`src/design/wfte_pkg.sv`:
```
`default_nettype none

package wfte_pkg;

  // Field widths
  localparam int STAMP_W  = 48;
  localparam int BYTES_W  = 48;
  localparam int TPS_W    = 24;
  localparam int SECS_W   = 40;
  localparam int FRAC_W   = 8;
  localparam int STATUS_W = 2;

  // Product widths: free * dt and dsize * ticks_per_second
  localparam int NUM_W = BYTES_W + STAMP_W;
  localparam int DEN_W = BYTES_W + TPS_W;

  // Point ring
  localparam int POINT_DEPTH = 1024;
  localparam int IDX_W       = $clog2(POINT_DEPTH);
  localparam int CNT_W       = $clog2(POINT_DEPTH + 1);

  typedef logic [IDX_W-1:0] idx_t;
  typedef logic [CNT_W-1:0] cnt_t;

  // Result status codes
  localparam logic [STATUS_W-1:0] ST_NORMAL = 2'd0;
  localparam logic [STATUS_W-1:0] ST_FLAT   = 2'd1;
  localparam logic [STATUS_W-1:0] ST_SHRINK = 2'd2;

  localparam logic [SECS_W-1:0] SECS_MAX = '1;

  // Configuration register indexes
  localparam int CFG_IDX_W = 1;
  localparam logic [CFG_IDX_W-1:0] CFG_WINDOW = 1'b0;
  localparam logic [CFG_IDX_W-1:0] CFG_TPS    = 1'b1;

  typedef struct packed {
    logic               new_file;
    logic [STAMP_W-1:0] stamp;
    logic [BYTES_W-1:0] file_bytes;
    logic [BYTES_W-1:0] free_in;
    logic               measure_ok;
  } in_word_t;

  typedef struct packed {
    logic [BYTES_W-1:0]  vol_free;
    logic [SECS_W-1:0]   fill_secs;
    logic [STATUS_W-1:0] status;
  } out_word_t;

  typedef struct packed {
    logic [STAMP_W-1:0] stamp;
    logic [BYTES_W-1:0] size;
  } point_t;

  typedef struct packed {
    logic               start;
    logic [BYTES_W-1:0] free_b;
    logic [STAMP_W-1:0] dt;
    logic [BYTES_W-1:0] dsize;
    logic [TPS_W-1:0]   tps;
  } mul_req_t;

  typedef struct packed {
    logic             done;
    logic [NUM_W-1:0] num;
    logic [DEN_W-1:0] den;
  } mul_rsp_t;

  typedef struct packed {
    logic              done;
    logic [SECS_W-1:0] quo;
  } div_rsp_t;

  typedef enum logic [3:0] {
    CS_IDLE,
    CS_NEW_RD,
    CS_NEW_CMP,
    CS_PRUNE_RD,
    CS_PRUNE_CMP,
    CS_OLD_RD,
    CS_OLD_USE,
    CS_CALC,
    CS_RESULT,
    CS_STORE
  } ctl_state_t;

endpackage

`default_nettype wire

```
`src/design/wfte_mul.sv`:
```
`default_nettype none

module wfte_mul import wfte_pkg::*; (
  input  logic     clk,
  input  logic     rst_n,
  input  mul_req_t req,
  output mul_rsp_t rsp
);

  localparam int STEP_W = $clog2(STAMP_W);

  logic              busy_r;
  logic              done_r;
  logic [STEP_W-1:0] step_r;
  logic [BYTES_W-1:0] free_r;
  logic [BYTES_W-1:0] dsize_r;
  logic [NUM_W-1:0]   num_r;
  logic [DEN_W-1:0]   den_r;

  logic [BYTES_W:0]   num_sum;
  logic [BYTES_W:0]   den_sum;
  logic [NUM_W-1:0]   num_step;
  logic [DEN_W-1:0]   den_step;

  // One multiplier bit per cycle: add the multiplicand on a set bit, shift right.
  always_comb begin
    num_sum = {1'b0, num_r[NUM_W-1:STAMP_W]};
    if (num_r[0]) begin
      num_sum = {1'b0, num_r[NUM_W-1:STAMP_W]} + {1'b0, free_r};
    end
    den_sum = {1'b0, den_r[DEN_W-1:TPS_W]};
    if (den_r[0]) begin
      den_sum = {1'b0, den_r[DEN_W-1:TPS_W]} + {1'b0, dsize_r};
    end
    num_step = {num_sum, num_r[STAMP_W-1:1]};
    den_step = {den_sum, den_r[TPS_W-1:1]};
  end

  always_ff @(posedge clk) begin
    if (!rst_n) begin
      busy_r <= 1'b0;
      done_r <= 1'b0;
      step_r <= '0;
    end else begin
      done_r <= 1'b0;
      if (req.start) begin
        busy_r <= 1'b1;
        step_r <= '0;
      end else if (busy_r) begin
        step_r <= step_r + 1'b1;
        if (step_r == STEP_W'(STAMP_W - 1)) begin
          busy_r <= 1'b0;
          done_r <= 1'b1;
        end
      end
    end
  end

  always_ff @(posedge clk) begin
    if (req.start) begin
      free_r  <= req.free_b;
      dsize_r <= req.dsize;
      num_r   <= {{BYTES_W{1'b0}}, req.dt};
      den_r   <= {{BYTES_W{1'b0}}, req.tps};
    end else if (busy_r) begin
      num_r <= num_step;
      // the short multiplier runs out early: hold its product
      if (step_r < STEP_W'(TPS_W)) begin
        den_r <= den_step;
      end
    end
  end

  assign rsp.done = done_r;
  assign rsp.num  = num_r;
  assign rsp.den  = den_r;

endmodule

`default_nettype wire

```
`config.mk`:
```
export PLATFORM = sky130hd
export DESIGN_NAME = wfte_mul
export DESIGN_NICKNAME = d
export VERILOG_FILES = /design/src/design/wfte_pkg.sv /design/src/design/wfte_mul.sv
export SDC_FILE = /design/constraint.sdc
export NUM_CORES = 1
export LEC_CHECK = 0
export BUFFER_PORTS_ARGS = -buffer_cell sky130_fd_sc_hd__buf_2
export CAP_MARGIN = 20
export CELL_PAD_IN_SITES_DETAIL_PLACEMENT = 0
export CELL_PAD_IN_SITES_GLOBAL_PLACEMENT = 1
export CORE_MARGIN = 2
export CORE_UTILIZATION = 39
export CTS_CLUSTER_SIZE = 14
export DETAILED_ROUTE_END_ITERATION = 8
export HOLD_SLACK_MARGIN = 0.15
export PLACE_DENSITY = 0.86
export SYNTH_ARGS = -nofsm -noshare
export SYNTH_HDL_FRONTEND = slang
export SYNTH_SLANG_ARGS = --single-unit
export TNS_END_PERCENT = 30
```
`constraint.sdc`:
```
create_clock -name clk -period 3.2 [get_ports clk]
set_clock_uncertainty 0.05 [all_clocks]
set_input_delay 0.48 -clock clk [delete_from_list [all_inputs] [get_ports clk]]
set_output_delay 0.48 -clock clk [all_outputs]
set_load 0.02 [all_outputs]
```
==> results of run 1 <==
[where the power goes]
group / internal, mW / total (mW) / leakage [nW] / switching, mW
combinational: 1.34 / 3.12 / 5.86 / 1.78
sequential: 4.08 / 4.31 / 2.52 / 0.233
clock: 2.12 / 3.69 / 0.522 / 1.56
total: 7.54 / 11.1 / 8.90 / 3.58
[kinds of logic (layout without fill, tap and decap cells)]
| logic type | after synthesis | in the layout |
|---|---|---|
| AOI/OAI and AO/OA | 436 | 436 |
| and+or+nand+nor | 353 | 353 |
| DFF | 272 | 272 |
| muxes | 132 | 132 |
| buffers and inverters | 105 | 593 |
| adders and majority gates | 99 | 99 |
| xor gates and xnor gates | 86 | 86 |
[cell usage after synthesis (all sizes together) (6+ instances only)]
cell,instances
a211oi,76
a21o,53
a21oi,129
a221o,6
a311oi,16
a31oi,15
and2,10
and3,14
buf,14
clkbuf,61
dfxtp,104
edfxtp,168
ha,97
inv,30
mux2,73
mux2i,59
nand2,80
nand2b,8
nand3,18
nand4,17
nor2,139
nor2b,10
nor3,30
nor3b,10
o21a,6
o21ai,53
o21bai,22
o22ai,11
o31ai,6
or3,6
xnor2,52
xor2,34
[metrics by stage]
step           total power [mW]  hold WS, ns  setup TNS (ns)
6_report                   11.1        0.189               0
5_1_grt                    11.7        0.181          -0.322
4_1_cts                    11.2        0.161               0
3_5_place_dp               7.35        0.454          -0.205
3_3_place_gp               7.31        0.454         -0.0755
2_1_floorplan              6.40        0.438               0
[state kept, by name, indices dropped and copies added, names as in the netlist]
| signal | cells |
|---|---|
| num_r | 96 |
| busy_r | 1 |
| dsize_r | 48 |
| step_r | 6 |
| free_r | 48 |
| done_r | 1 |
| den_r | 72 |
[layout make-up]
class / count / area [µm²] / share of cell area, %
multi-input combinational: 1106 / 8200 / 40.3
clock buffer: 41 / 907 / 4.45
clock inverter: 21 / 159 / 0.780
tap: 525 / 657 / 3.23
inverter: 30 / 113 / 0.553
sequential: 272 / 7130 / 35.0
timing repair buffer: 501 / 3200 / 15.7
[metal layers]
metal,part of all wire [%],vias up,GRT usage (%)
li1,-,6566,-
met1,43,6347,26.0
met2,48,385,35.2
met3,6.6,68,4.46
met4,2.6,0,7.17
met5,0,-,0
[timing repair]
item	4_1_cts	5_1_grt
resized for setup	2	22
setup buffers	0	7
hold buffers	99	0
endpoints found under the hold margin	99	0
pin swaps	3	15
setup endpoints to repair	5	25
[worst max-delay path by stage]
stage	startpoint	to	slack, ns
2_1_floorplan	num_r[48]	num_r[91]	0.02
3_3_place_gp	free_r[0]	num_r[83]	-0.04
3_5_place_dp	free_r[0]	num_r[83]	-0.10
4_1_cts	dsize_r[0]	den_r[65]	0.001
5_1_grt	free_r[0]	num_r[83]	-0.11
6_report	free_r[0]	num_r[91]	0.03
[worst min-delay path, cell delays in order]
cell	delay [ns]
buf_2	0.07
nand2_1	0.05
o21ai_0	0.06
==> results.yml, run 1 <==
detailed_routing:
  dr.pass1.iters: 5
  detail_route.wl_per_cell_um: 17.8
  first_iter_violations: 666
  remaining_drc_errors: 0
  ant_nets: 0
  num_vias: 13400
  routed_via_density: 5.35
  drt-total-wl_um: 44300
floorplan:
  core_um2: 39600
  fp.dieH_um: 204
  rows: 73
  dieArea_um2: 41700
  start_util_pct: 39.4
  ios: 340
  dieWidth_um: 204
outcome:
  status: "completed"
pwr:
  p_per_area_nw_per_um2: 546
  p_leak_nw: 8.90
  max-vdd-ir-drop_mv: 0.419
sta:
  hold_viol_final: 0
  setup_viol: 0
  grt_setup_unrepaired: "true"
  final_max_slew_viol_count: 0
  max_freq_mhz: 316
  tightestPinTransition_ns: 0.917
  slew_headroom_pct: 38.8
  worst_slack_ns: 0.0341
  period_share_pct: 98.9
  period_minus_slack_ns: 3.17
cells_and_area:
  areaGrowthSynthToFinish_pct: 30.3
  n_antenna_cell: 0
  drive_above_1_share_pct: 29.7
  post-route-util_pct: 51.4
  layoutNonFillerInstCount: 2496
  num-fill-cells: 3495
  layout_commonest_cell: "buf_2"
  layout_common_cells: "338 x buf_2, 168 x edfxtp_1, 138 x nor2_1"
  nets: 2215
  final_area_um2: 20400
synth:
  synth_simple_gate_area_share_pct: 10.5
  synth_top_area_cell: "edfxtp_1"
  synth_ff_type: "edfxtp_1"
  ys_async_sr_fraction_pct: 0
  synth-edff-count: 168
  muxShareOfSynthArea_pct: 9.04
  synth_compound_area_share_pct: 19.4
  syn_inst: 1483
  synthXorXnorAreaFrac_pct: 4.82
  yosysTopAreaCellShare_pct: 32.3
  synth_area_um2: 15600
  synth_top_family_by_area: "compound AO/OA/AOI/OAI gates"
  synth_fa_ha_area_share_pct: 8.02
  syn_nets: 1753
  synth.avg_cell_area_um2: 10.5
  yosysSeqAreaShare_pct: 45.6
  synth_area_leaders: "edfxtp_1 32%, dfxtp_1 13%, ha_1 7.8%"
  synth_seq_cells: 272
  yosys_warnings: 0
  yosys.cell_types.count: 79
critical_path:
  cp-start-kind: "register"
  r2r_start: "free_r[0]"
  crit_chain: "ha_2, fa_2, a211oi_2, o211ai_2, a41oi_2, a31o_4, a21oi_2, a211oi_2, a21oi_2, o311ai_2, mux2_4, a311oi_2"
  path_max_fanout: 3
  regToRegSetupSlack_ns: 0.03
  critPathMaxStageDelay_ns: 0.38
  cp.required_ns: 3.62
  cp_num_buf_inv: 0
  cp_slowest_cell: "edfxtp_1"
  end_kind: "register"
  reg2reg_depth: 12
  cp.depth: 12
  worst_ep_arrival_time_ns: 3.58
  reg2reg_to: "num_r[91]"
  crit_type: "register to register"
  path_delay_family: "compound AO/OA/AOI/OAI gates"
place:
  dp_cells: 2328
  placed_cell_area_um2: 18100
  port_buffers: 339
  place_congestion: 0.922
  dp_hpwl_um: 31700
  place_ws_ns: -0.103
flow_run:
  maxCapViolCount: 0
clock_tree:
  clock-root-buffer: "clkbuf_16"
  htreeDepth: 2
  cts_tree: "done"
  cts_buffer_depth: 3
  clk_pin_slew_ns: 0.06
  cts_sinks: 272
  clock_latency_ns: 0.54
  numCtsBuffers: 34
worst_hold_path:
  hold_path_depth: 3
  min_to: "num_r[47]"
  hp-start: "req[119]"
  hold_class: "primary input to register"
global_routing:
  grt_first_pass_wirelength_um: 69100
  grt-ovfl-total: 0
  grt_max_degree: 106
  track_usage_pct: 20.7
  antenna_found_initial: 0
  grt_pass1_vias: 13100
Power figures use the tool's default switching activity.
==> run 2: changes to the inputs <==
- ABC_AREA: not set -> 1
- CORE_UTILIZATION: 39 -> 36
- PLACE_DENSITY: 0.86 -> 0.85
==> run 2 against run 1 <==
Effect of this change:
- maximum frequency rose by 23%
- via count rose by 43%
- critical path depth did not move
- first-iteration DRC count rose by 120%
- non-clock buffer count rose by 19
- total power rose by 1.2%
- setup slack improved by 0.60 ns
- flip-flop and latch count did not move
- utilization fell by 4.7 points
- critical endpoint is now num_r[75]
==> results.yml, run 2 <==
clock_tree:
  htreeDepth: 2
  numCtsBuffers: 35
  cts_tree: "done"
  cts_resized: 0
  clock-root-buffer: "clkbuf_16"
  clock_latency_ns: 0.58
  cts_sinks: 272
  clk_pin_slew_ns: 0.06
  cts_buffer_depth: 3
critical_path:
  crit_type: "register to register"
  end_kind: "register"
  cp-start-kind: "register"
  cp.required_ns: 3.62
  worst_ep_arrival_time_ns: 2.99
  path_max_fanout: 4
cells_and_area:
  areaGrowthSynthToFinish_pct: 27.9
  post-route-util_pct: 46.7
  top_register: "num_r"
  nets: 3609
  layout_common_cells: "1,138 x nand2_1, 498 x inv_1, 338 x buf_2"
  drive_above_1_share_pct: 15.3
  largest_reg_flops: 96
  reg_top3: "num_r x96, den_r x72"
  layout_commonest_cell: "nand2_1"
  num-fill-cells: 5413
detailed_routing:
  drt-total-wl_um: 65900
  routed_via_density: 4.72
  first_iter_violations: 1439
  num_vias: 19100
  dr.pass1.iters: 5
  remaining_drc_errors: 0
  detail_route.wl_per_cell_um: 16.3
  ant_nets: 0
sta:
  slew_headroom_pct: 52.8
  final_max_slew_viol_count: 0
  fin_setup_tns_ns: 0
  hold_viol_final: 0
  timing.hold.ws_ns: 0.180
  max_freq_mhz: 389
  setup_viol: 0
  period_share_pct: 80.3
  tightestPinTransition_ns: 0.708
  period_minus_slack_ns: 2.57
  grt_setup_unrepaired: "false"
place:
  dp_hpwl_um: 49500
  place_congestion: 0.958
  port_buffers: 339
synth:
  syn_inst: 2838
  yosys.cell_types.count: 36
  synth_area_leaders: "edfxtp_1 27%, nand2_1 23%, dfxtp_1 11%"
  synth.avg_cell_area_um2: 6.63
  synth_top_area_cell: "edfxtp_1"
  synth_seq_cells: 272
  synth_most_common_cell: "nand2_1"
  synth_area_um2: 18800
  synth-edff-count: 168
  synth_common_cells: "1,138 x nand2_1, 500 x inv_1, 221 x nor2_1"
  synth_ff_type: "edfxtp_1"
  ys_async_sr_fraction_pct: 0
  yosys_warnings: 0
  syn_nets: 3108
  yosysSeqAreaShare_pct: 37.9
  yosysTopAreaCellShare_pct: 26.8
floorplan:
  ios: 340
  fp.dieH_um: 233
  dieArea_um2: 54100
  start_util_pct: 36.5
  dieWidth_um: 233
  core_um2: 51500
  rows: 83
global_routing:
  grtUsageMet1_pct: 32.3
  grt-ovfl-total: 0
  grt_pass1_vias: 18300
  antenna_found_initial: 3
  track_usage_pct: 24.0
  grtUsageMet2_pct: 39.3
  gr-usage-met3_pct: 3.55
  grt_first_pass_wirelength_um: 101000
  grt_max_degree: 80
  grt_busiest_layer: "met2"
worst_hold_path:
  hold_class: "primary input to register"
pwr:
  p_per_area_nw_per_um2: 468
  p_leak_nw: 12.8
  max-vdd-ir-drop_mv: 0.410
  power.total_mw: 11.3
outcome:
  status: "completed"
flow_run:
  maxCapViolCount: 0
-- run 2: timing repair --
item	4_1_cts	5_1_grt
hold buffers	162	0
setup buffers	0	0
endpoints found under the hold margin	162	0
-- run 2: stage by stage --
stage / cells / worst slack (ns) / area (µm²)
6_report: 4048 / 0.630 / 24000
5_1_grt: 4048 / 0.417 / 24000
4_1_cts: 4046 / 0.658 / 24000
3_5_place_dp: 3820 / 0.691 / 21300
3_3_place_gp: 3820 / 0.663 / 21300
2_1_floorplan: 2838 / 0.344 / 18800
-- run 2: logic make-up after synthesis --
logic type / synth area share, %
XOR/XNOR: 1.77
adder cells (fa/ha/maj): 6.67
buffers and inverters: 11.5
AO/OA/AOI/OAI: 6.80
flip-flops: 37.9
multiplexers: 0.0532
AND/OR/NAND/NOR: 35.3
-- run 2: final cells by class --
class / count / area (µm²) / share of cell area [%]
inverter: 515 / 1930 / 8.04
timing repair buffer: 520 / 3520 / 14.6
multi-input combinational: 1995 / 9520 / 39.6
sequential: 272 / 7130 / 29.6
clock buffer: 47 / 921 / 3.83
antenna: 2 / 5.00 / 0.0208
clock inverter: 17 / 175 / 0.728
tap: 680 / 851 / 3.54
-- run 2: worst paths after layout --
kind	end	from	slack (ns)	cells after the start
min	num_r[36]	req[108]	0.18	3
max	num_r[75]	num_r[48]	0.63	12
max reg2reg	num_r[75]	num_r[48]	0.63	12
min reg2reg	num_r[79]	num_r[79]	0.44	2
-- run 2: critical path: stages, from the launching register on --
cell     delay (ns)
dfxtp_1        0.39
ha_1           0.30
fa_1           0.48
nand3_1        0.11
nand3_1        0.17
nand3_1        0.12
nand3_1        0.24
nand3_1        0.16
nand2_1        0.13
nand2_1        0.08
nand2_1        0.04
o21ai_1        0.14
nand2_1        0.06
-- run 2: layer usage --
layer  share of wire (%)  up-vias
met4                 3.3        2
li1                    -     9786
met2                  45      608
met1                  45     8583
met5               0.011        -
met3                 6.4      115
-- run 2: report_power, final --
part           total [mW]  internal [mW]  switching [mW]
clock                3.89           2.21            1.68
combinational        3.09           1.05            2.05
sequential           4.27           4.06           0.214
total                11.3           7.32            3.94
