## config.mk

```make
export PLATFORM = sky130hd
export DESIGN_NAME = wfte_div
export DESIGN_NICKNAME = d
export VERILOG_FILES = /design/src/design/wfte_pkg.sv /design/src/design/wfte_div.sv
export SDC_FILE = /design/constraint.sdc
export NUM_CORES = 1
export LEC_CHECK = 0
export BUFFER_PORTS_ARGS = -buffer_cell sky130_fd_sc_hd__buf_2
export CELL_PAD_IN_SITES_DETAIL_PLACEMENT = 1
export CELL_PAD_IN_SITES_GLOBAL_PLACEMENT = 1
export CORE_MARGIN = 2
export CORE_UTILIZATION = 45
export DETAILED_ROUTE_END_ITERATION = 12
export PLACE_DENSITY_LB_ADDON = 0.1
export SLEW_MARGIN = 15
export SYNTH_ARGS = -nofsm -noshare
export SYNTH_HDL_FRONTEND = slang
export SYNTH_SLANG_ARGS = --single-unit
```

## constraint.sdc

```tcl
create_clock -name clk -period 4.6 [get_ports clk]
set_input_delay 1.15 -clock clk [delete_from_list [all_inputs] [get_ports clk]]
set_output_delay 1.15 -clock clk [all_outputs]
set_load 0.05 [all_outputs]
```

## src/design/wfte_pkg.sv

```systemverilog
`default_nettype none

package wfte_pkg;

  // Field widths
  localparam int STAMP_W  = 48;
  localparam int BYTES_W  = 48;
  localparam int TPS_W    = 24;
  localparam int SECS_W   = 40;
  localparam int FRAC_W   = 8;
  localparam int STATUS_W = 2;

  // Product widths: free * dt and dsize * ticks_per_second
  localparam int NUM_W = BYTES_W + STAMP_W;
  localparam int DEN_W = BYTES_W + TPS_W;

  // Point ring
  localparam int POINT_DEPTH = 1024;
  localparam int IDX_W       = $clog2(POINT_DEPTH);
  localparam int CNT_W       = $clog2(POINT_DEPTH + 1);

  typedef logic [IDX_W-1:0] idx_t;
  typedef logic [CNT_W-1:0] cnt_t;

  // Result status codes
  localparam logic [STATUS_W-1:0] ST_NORMAL = 2'd0;
  localparam logic [STATUS_W-1:0] ST_FLAT   = 2'd1;
  localparam logic [STATUS_W-1:0] ST_SHRINK = 2'd2;

  localparam logic [SECS_W-1:0] SECS_MAX = '1;

  // Configuration register indexes
  localparam int CFG_IDX_W = 1;
  localparam logic [CFG_IDX_W-1:0] CFG_WINDOW = 1'b0;
  localparam logic [CFG_IDX_W-1:0] CFG_TPS    = 1'b1;

  typedef struct packed {
    logic               new_file;
    logic [STAMP_W-1:0] stamp;
    logic [BYTES_W-1:0] file_bytes;
    logic [BYTES_W-1:0] free_in;
    logic               measure_ok;
  } in_word_t;

  typedef struct packed {
    logic [BYTES_W-1:0]  vol_free;
    logic [SECS_W-1:0]   fill_secs;
    logic [STATUS_W-1:0] status;
  } out_word_t;

  typedef struct packed {
    logic [STAMP_W-1:0] stamp;
    logic [BYTES_W-1:0] size;
  } point_t;

  typedef struct packed {
    logic               start;
    logic [BYTES_W-1:0] free_b;
    logic [STAMP_W-1:0] dt;
    logic [BYTES_W-1:0] dsize;
    logic [TPS_W-1:0]   tps;
  } mul_req_t;

  typedef struct packed {
    logic             done;
    logic [NUM_W-1:0] num;
    logic [DEN_W-1:0] den;
  } mul_rsp_t;

  typedef struct packed {
    logic              done;
    logic [SECS_W-1:0] quo;
  } div_rsp_t;

  typedef enum logic [3:0] {
    CS_IDLE,
    CS_NEW_RD,
    CS_NEW_CMP,
    CS_PRUNE_RD,
    CS_PRUNE_CMP,
    CS_OLD_RD,
    CS_OLD_USE,
    CS_CALC,
    CS_RESULT,
    CS_STORE
  } ctl_state_t;

endpackage

`default_nettype wire

```

## src/design/wfte_div.sv

```systemverilog
`default_nettype none

module wfte_div import wfte_pkg::*; (
  input  logic     clk,
  input  logic     rst_n,
  input  mul_rsp_t req,
  output div_rsp_t rsp
);

  // Numerator is num * 2^FRAC_W; its top bits above the quotient width
  // form the first partial remainder.
  localparam int LOW_W  = SECS_W - FRAC_W;
  localparam int HI_W   = NUM_W - LOW_W;
  localparam int PAD_W  = DEN_W - HI_W;
  localparam int STEP_W = $clog2(SECS_W);

  logic              busy_r;
  logic              done_r;
  logic [STEP_W-1:0] step_r;
  logic [DEN_W-1:0]  den_r;
  logic [DEN_W-1:0]  rem_r;
  logic [SECS_W-1:0] low_r;
  logic [SECS_W-1:0] quo_r;

  logic [DEN_W-1:0]  hi_ext;
  logic              sat;
  logic [DEN_W:0]    trial;
  logic [DEN_W:0]    diff;
  logic              ge;

  always_comb begin
    hi_ext = {{PAD_W{1'b0}}, req.num[NUM_W-1:LOW_W]};
    sat    = hi_ext >= req.den;
    trial  = {rem_r, low_r[SECS_W-1]};
    diff   = trial - {1'b0, den_r};
    ge     = trial >= {1'b0, den_r};
  end

  always_ff @(posedge clk) begin
    if (!rst_n) begin
      busy_r <= 1'b0;
      done_r <= 1'b0;
      step_r <= '0;
    end else begin
      done_r <= 1'b0;
      if (req.done) begin
        // quotient would not fit: finish at once with saturation
        busy_r <= !sat;
        done_r <= sat;
        step_r <= '0;
      end else if (busy_r) begin
        step_r <= step_r + 1'b1;
        if (step_r == STEP_W'(SECS_W - 1)) begin
          busy_r <= 1'b0;
          done_r <= 1'b1;
        end
      end
    end
  end

  always_ff @(posedge clk) begin
    if (req.done) begin
      den_r <= req.den;
      rem_r <= hi_ext;
      low_r <= {req.num[LOW_W-1:0], {FRAC_W{1'b0}}};
      quo_r <= sat ? SECS_MAX : '0;
    end else if (busy_r) begin
      rem_r <= ge ? diff[DEN_W-1:0] : trial[DEN_W-1:0];
      low_r <= {low_r[SECS_W-2:0], 1'b0};
      quo_r <= {quo_r[SECS_W-2:0], ge};
    end
  end

  assign rsp.done = done_r;
  assign rsp.quo  = quo_r;

endmodule

`default_nettype wire

```

==> results.json, run 1 <==
{
  "grt_pass1_vias": 13288,
  "cts.sinks": 224,
  "drtIter0Drc": 564,
  "ys_seq_area_share_pct": 42.51,
  "path_depth": 14,
  "final_cell_mix": "buf_2, edfxtp_1, inv_1, a21oi_1, ha_1",
  "synth_xor_area_share_pct": 3.629,
  "critPathArrivalTime_ps": 4280,
  "hpwlAfterDp_um": 32830,
  "postSynthCellCount": 1579,
  "final_common_cell": "buf_2",
  "place_area_um2": 17000,
  "avgSynthCellArea_um2": 9.782,
  "reg2reg_to": "rem_r[31]",
  "clock_latency_ps": 570,
  "wirelength_um": 43420,
  "combinationalPowerShare_pct": 30.8,
  "cp_top_family": "compound AO/OA/AOI/OAI gates",
  "ant_nets": 0,
  "rsz0062_at_grt": "false",
  "placementRows": 67,
  "htreeDepth": 1,
  "period_minus_slack_ps": 4004,
  "worst_path_largest_cell_delay_ps": 470,
  "yosys.area.top_type": "edfxtp_1",
  "cts_buffers": 27,
  "maxSlewViolCount": 0,
  "min_from": "rem_r[64]",
  "synth_top_area_share_pct": 40.44,
  "synthTopCellsByArea": "edfxtp_1, ha_1, a21oi_1, inv_1, a21o_1",
  "switching_share_pct": 33.75,
  "crit_type": "in -> reg",
  "yosys_warnings": 0,
  "layout_setup_ws_ps": 596.1,
  "clock_path_buffers": 3,
  "viasPerCell": 5.598,
  "synth_mux_area_share_pct": 5.711,
  "hold_buffers": 0,
  "nNetsFinal": 2079,
  "p_leak_nw": 8.033,
  "whs_ps": 513.4,
  "cts_root_buf": "clkbuf_16",
  "die_area_um2": 35820,
  "synth_edf_count": 208,
  "clkPwrFrac_pct": 30.7,
  "max_freq_ghz": 0.2498,
  "cpMostUsedCell": "o21ai_0",
  "synth.ff_latch_count": 224,
  "post-route-period-util_pct": 87.04,
  "cp-end-kind": "register",
  "max-slew-margin-rel_pct": 38.20,
  "initial_core_util_pct": 45.83,
  "post-route-cell-area_um2": 17830,
  "peakVddDrop_uv": 305.0,
  "worstRegToRegCells": 11,
  "path_cells": "buf_2 > ha_1 > a21o_1 > a21o_1 > a21oi_1 > o21ai_0 > a2111oi_0 > buf_4 > a21oi_1 > o21ai_0 > nand4_1 > o211ai_1 > buf_12 > o21ai_0",
  "globalplace.congestion": 0.9004,
  "r2r-start": "rem_r[8]",
  "ioPinCount": 212,
  "dp_slack_ps": -90.63,
  "report.power.total_w": 0.006630,
  "critical_path.startpoint_type": "primary input",
  "seqPwrFrac_pct": 38.5,
  "wl_per_cell_um": 19.36,
  "finalHoldViolCount": 0,
  "switchingPower_w": 0.002238,
  "grtUsageTotal_pct": 24.35,
  "setup_viol": 0,
  "numPortBuffers": 211,
  "overflow": 0,
  "post_cts_resized": 0,
  "die_x_um": 189.3,
  "worstPathMaxFanout": 42,
  "syn_area_um2": 15450,
  "num-fill-cells": 3856,
  "drc": 0,
  "antenna_found_initial": 6,
  "whs_endpoint": "rem_r[64]",
  "grt_pass1_wl_um": 70370,
  "critPathSlowestCell": "a2111oi_0",
  "worst_pin_slew_ps": 925.8,
  "min_path_cells": 2,
  "grt.met2_usage_pct": 40.66,
  "grt.busiest_layer": "met2",
  "async_flop_share_pct": 0,
  "cts_tree": "built",
  "clk_pin_slew_ps": 60,
  "syn_nets": 1888,
  "path_buf_inv": 3,
  "synth_ff_type": "edfxtp_1",
  "grt_max_degree": 83,
  "synthAdderAreaFrac_pct": 11.23,
  "cts_setup_buffers": 0,
  "drive_above_1_share_pct": 18.65,
  "r2r_setup_slack_ps": 680,
  "synth-compound-area-share_pct": 18.71,
  "power.internal_w": 0.004392,
  "netlist-cell-type-count": 75,
  "power.density_nw_per_um2": 371.9,
  "met3_usage_pct": 5.449,
  "skew_ps": 21.46,
  "area_growth_pct": 15.42,
  "use_met1_pct": 32.16,
  "synth_top_family_by_area": "compound AO/OA/AOI/OAI gates",
  "core_area_um2": 33700,
  "die_y_um": 189.3,
  "dr.pass1.iters": 4,
  "critPathRequiredTime_ps": 4880,
  "hold_path.class": "reg -> reg",
  "synth-simple-area-share_pct": 11.73,
  "outcome": "finished, final reports clean",
  "vias": 12557,
  "drv_cap": 0
}
-- worst min-delay path: cells and delay by family (launching register included) --
| family | cells | cell delay (ps) |
|---|---|---|
| flip-flops | 1 | 320 |
| AO/OA/AOI/OAI | 1 | 50 |
| AND/OR/NAND/NOR | 1 | 90 |
-- Yosys cell counts (4+ instances only) --
cell,instances
mux2i_1,51
a221o_1,7
and3_1,19
inv_1,185
a21boi_0,4
or3_1,8
a21oi_1,140
dfxtp_1,16
nor3_1,18
mux2_2,33
nand3_1,17
nor4_1,8
a31oi_1,18
clkbuf_1,48
buf_4,5
o211ai_1,5
xor2_1,28
nand2_1,107
a21o_1,80
o21ai_0,102
o21bai_1,18
a221oi_1,6
buf_1,7
or2_2,5
edfxtp_1,208
ha_1,137
nor2_1,103
nand4_1,38
nor3b_1,6
nand2b_1,8
and2_1,9
nor2b_1,13
buf_2,8
xnor2_1,36
a2bb2oi_1,4
o21a_1,12
-- final cells by class --
| class | instances | area (µm²) | area share (%) |
|---|---|---|---|
| clock buffers | 32 | 694.4 | 3.895 |
| well taps | 448 | 560.5 | 3.144 |
| clock inverters | 18 | 126.4 | 0.7089 |
| diodes | 4 | 10.01 | 0.05615 |
| flip-flops and latches | 224 | 6566 | 36.83 |
| repair buffers | 232 | 1282 | 7.194 |
| multi-input cells | 1100 | 7891 | 44.27 |
| inverters | 185 | 695.7 | 3.902 |
-- metrics by stage --
| stage | instances | TNS (ps) | utilization [%] |
|---|---|---|---|
| after floorplan | 1579 | 0 | - |
| after global placement | 2189 | 0 | 50.43 |
| after detailed placement | 2189 | -2459 | 50.43 |
| after CTS | 2239 | 0 | 52.87 |
| after global routing | 2242 | 0 | 52.89 |
| final | 2243 | 0 | 52.90 |
-- power groups by stage --
stage / combinational, W / sequential, W / clock, W
global route: 0.00227 / 0.00258 / 0.00215
CTS: 0.00205 / 0.00255 / 0.00209
floorplan: 0.00137 / 0.00267 / 0
global placement: 0.00198 / 0.00259 / 0
finish: 0.00204 / 0.00255 / 0.00203
detailed placement: 0.00204 / 0.00259 / 0
-- kinds of logic (layout without fill, tap and decap cells) --
group	Yosys count	after routing
other	0	4
AOI/OAI and AO/OA	441	441
muxes	84	84
DFF	224	224
and+or+nand+nor	373	373
adders and majority gates	138	138
xor gates and xnor gates	64	64
buffers and inverters	255	467
-- state kept, by name, summed over array words and instances, names as in the netlist --
signal / flops
den_r: 72
rem_r: 72
quo_r: 40
low_r: 32
step_r: 6
busy_r: 1
done_r: 1
-- worst max path at each step --
stage | startpoint | slack, ps | end
after CTS | req[125] | 480 | quo_r[17]
after detailed placement | req[125] | -90 | quo_r[17]
final | req[125] | 600 | quo_r[39]
after global routing | req[125] | 280 | quo_r[36]
after floorplan | req[21] | 980 | quo_r[30]
after global placement | req[104] | 160 | quo_r[38]
-- metal layers --
metal | up-vias | part of all wire [%]
met5 | - | 0.094
met4 | 6 | 2.5
met3 | 64 | 5.4
met2 | 244 | 47
met1 | 6138 | 45
li1 | 6105 | -
Note: power is estimated with default switching activity, not from simulation.
==> run 2, diff against run 1 <==
- CTS_BUF_LIST: default -> sky130_fd_sc_hd__clkbuf_4 sky130_fd_sc_hd__clkbuf_8
- PLACE_DENSITY_LB_ADDON: 0.1 -> 0.25
==> run 2 against run 1 <==
Net effect:
- clock-buffer cell count rose by 33
- cell count rose by 1.4%
- non-clock buffer count rose by 2
- global-route usage rose by 0.84 points
- largest cell class unchanged
==> results.json, run 2 (synthesis results as in run 1) <==
{
  "outcome": "finished, final reports clean",
  "path_buf_inv": 0,
  "hold_path.class": "reg -> reg",
  "critPathRequiredTime_ps": 5110,
  "viasPerCell": 5.598,
  "post_cts_resized": 0,
  "antenna_found_initial": 11,
  "crit_type": "reg -> reg",
  "cp_top_family": "compound AO/OA/AOI/OAI gates",
  "worstSetupStartpoint": "rem_r[20]",
  "drtIter0Drc": 599,
  "cpMostUsedCell": "a2111oi_4",
  "p_leak_nw": 8.129,
  "clock_path_buffers": 3,
  "critPathArrivalTime_ps": 4400,
  "skew_ps": 22.07,
  "vias": 12730,
  "grtUsageTotal_pct": 25.19,
  "peakVddDrop_uv": 305.6,
  "dr.pass1.iters": 5,
  "ant_nets": 0,
  "nNetsFinal": 2096,
  "clkPwrFrac_pct": 32.4,
  "grt_pass1_vias": 13795,
  "cts_setup_buffers": 0,
  "numPortBuffers": 211,
  "core_area_um2": 33700,
  "wl_per_cell_um": 19.75,
  "overflow": 0,
  "maxSlewViolCount": 0,
  "die_y_um": 189.3,
  "final_cell_mix": "buf_2, edfxtp_1, inv_1, a21oi_1, ha_1",
  "grt_pass1_wl_um": 72110,
  "seqPwrFrac_pct": 37.5,
  "switchingPower_w": 0.002308,
  "placementRows": 67,
  "die_area_um2": 35820,
  "drv_cap": 0,
  "drc": 0,
  "min_from": "step_r[5]",
  "max_freq_ghz": 0.2574,
  "path_cells": "ha_1 > nand4_2 > or3_4 > a2111oi_4 > o21ai_2 > a2111oi_4 > o211ai_2 > a21oi_2 > nor3_1 > or3_1 > a311oi_2",
  "setup_viol": 0,
  "hpwlAfterDp_um": 33470,
  "htreeDepth": 2,
  "area_growth_pct": 16.20,
  "final_common_cell": "buf_2",
  "worst_pin_slew_ps": 965.0,
  "globalplace.congestion": 0.8693,
  "critical_path.startpoint_type": "register",
  "rsz0062_at_grt": "false",
  "cp-end-kind": "register",
  "wirelength_um": 44900,
  "worstPathMaxFanout": 9,
  "grt_max_degree": 91,
  "max-slew-margin-rel_pct": 35.58,
  "power.density_nw_per_um2": 380.3,
  "cts.sinks": 224,
  "die_x_um": 189.3,
  "worst_path_largest_cell_delay_ps": 590,
  "clock_latency_ps": 600,
  "drive_above_1_share_pct": 20.51,
  "post-route-period-util_pct": 84.45,
  "cts_tree": "built",
  "switching_share_pct": 33.82,
  "combinationalPowerShare_pct": 30.2,
  "layout.cells.non_filler": 2274,
  "cts_buffers": 42,
  "r2r-start": "rem_r[20]",
  "finalHoldViolCount": 0,
  "power.internal_w": 0.004517,
  "initial_core_util_pct": 45.83,
  "top_regs": "den_r x72, rem_r x72, quo_r x40",
  "ioPinCount": 212,
  "period_minus_slack_ps": 3885,
  "final.setup.tns_ps": 0,
  "clk_pin_slew_ps": 60,
  "placed_cells": 2191,
  "hold_buffers": 0,
  "cts_root_buf": "clkbuf_8",
  "critPathSlowestCell": "a2111oi_4"
}
run 2: cell types whose count changed in the layout (fill, tap and decap cells not counted), sizes merged:
cell    delta
buf        +2
bufinv     +2
clkbuf    +33
clkinv    -11
diode      +3
inv        +2
run 2: worst reg2reg max path: cells and delay by family, from the launching register on:
kind | cells | cell delay, ps
AO/OA/AOI/OAI | 6 | 1840
adder cells (fa/ha/maj) | 1 | 490
flip-flops | 1 | 400
AND/OR/NAND/NOR | 4 | 1050
run 2: area by class of cell:
class | instances | area, µm²
flip-flops and latches | 224 | 6566
clock buffers | 65 | 775.7
clock inverters | 11 | 156.4
inverters | 185 | 695.7
repair buffers | 234 | 1285
multi-input cells | 1100 | 7891
well taps | 448 | 560.5
diodes | 7 | 17.52
fillers | 3854 | 15750
run 2: path summary, 6_finish.rpt:
path | cells after the start | slack (ps) | end
setup reg to reg | 11 | 720 | rem_r[67]
hold / removal | 2 | 510 | step_r[5]
setup / recovery | 11 | 720 | rem_r[67]
hold reg to reg | 2 | 510 | step_r[5]
run 2: routing by layer:
layer | up-vias | global-route usage (%) | share of wire [%]
met1 | 6161 | 31.12 | 43
met4 | 10 | 9.034 | 3.1
met5 | - | 0 | 0.10
met2 | 296 | 42.70 | 47
met3 | 99 | 6.339 | 6.1
li1 | 6164 | - | -
run 2: power groups by stage:
stage,Clock (W),Combinational [W],Sequential (W)
2_1_floorplan,0,0.00137,0.00267
3_3_place_gp,0,0.00197,0.00258
3_5_place_dp,0,0.00204,0.00259
4_1_cts,0.00226,0.00206,0.00256
5_1_grt,0.00234,0.00227,0.00258
6_report,0.00221,0.00206,0.00256
run 2: stage by stage:
stage	total power (W)	hold WS, ps	worst slack (ps)	instance area (µm²)	utilization (%)
6_report	0.006825	512.3	715.2	17950	53.26
3_3_place_gp	0.004559	475.2	226.0	17000	50.44
3_5_place_dp	0.004628	506.2	130.6	17000	50.44
5_1_grt	0.007190	536.1	523.0	17940	53.22
4_1_cts	0.006875	514.7	726.2	17930	53.21
2_1_floorplan	0.004040	458.8	980.3	15450	-
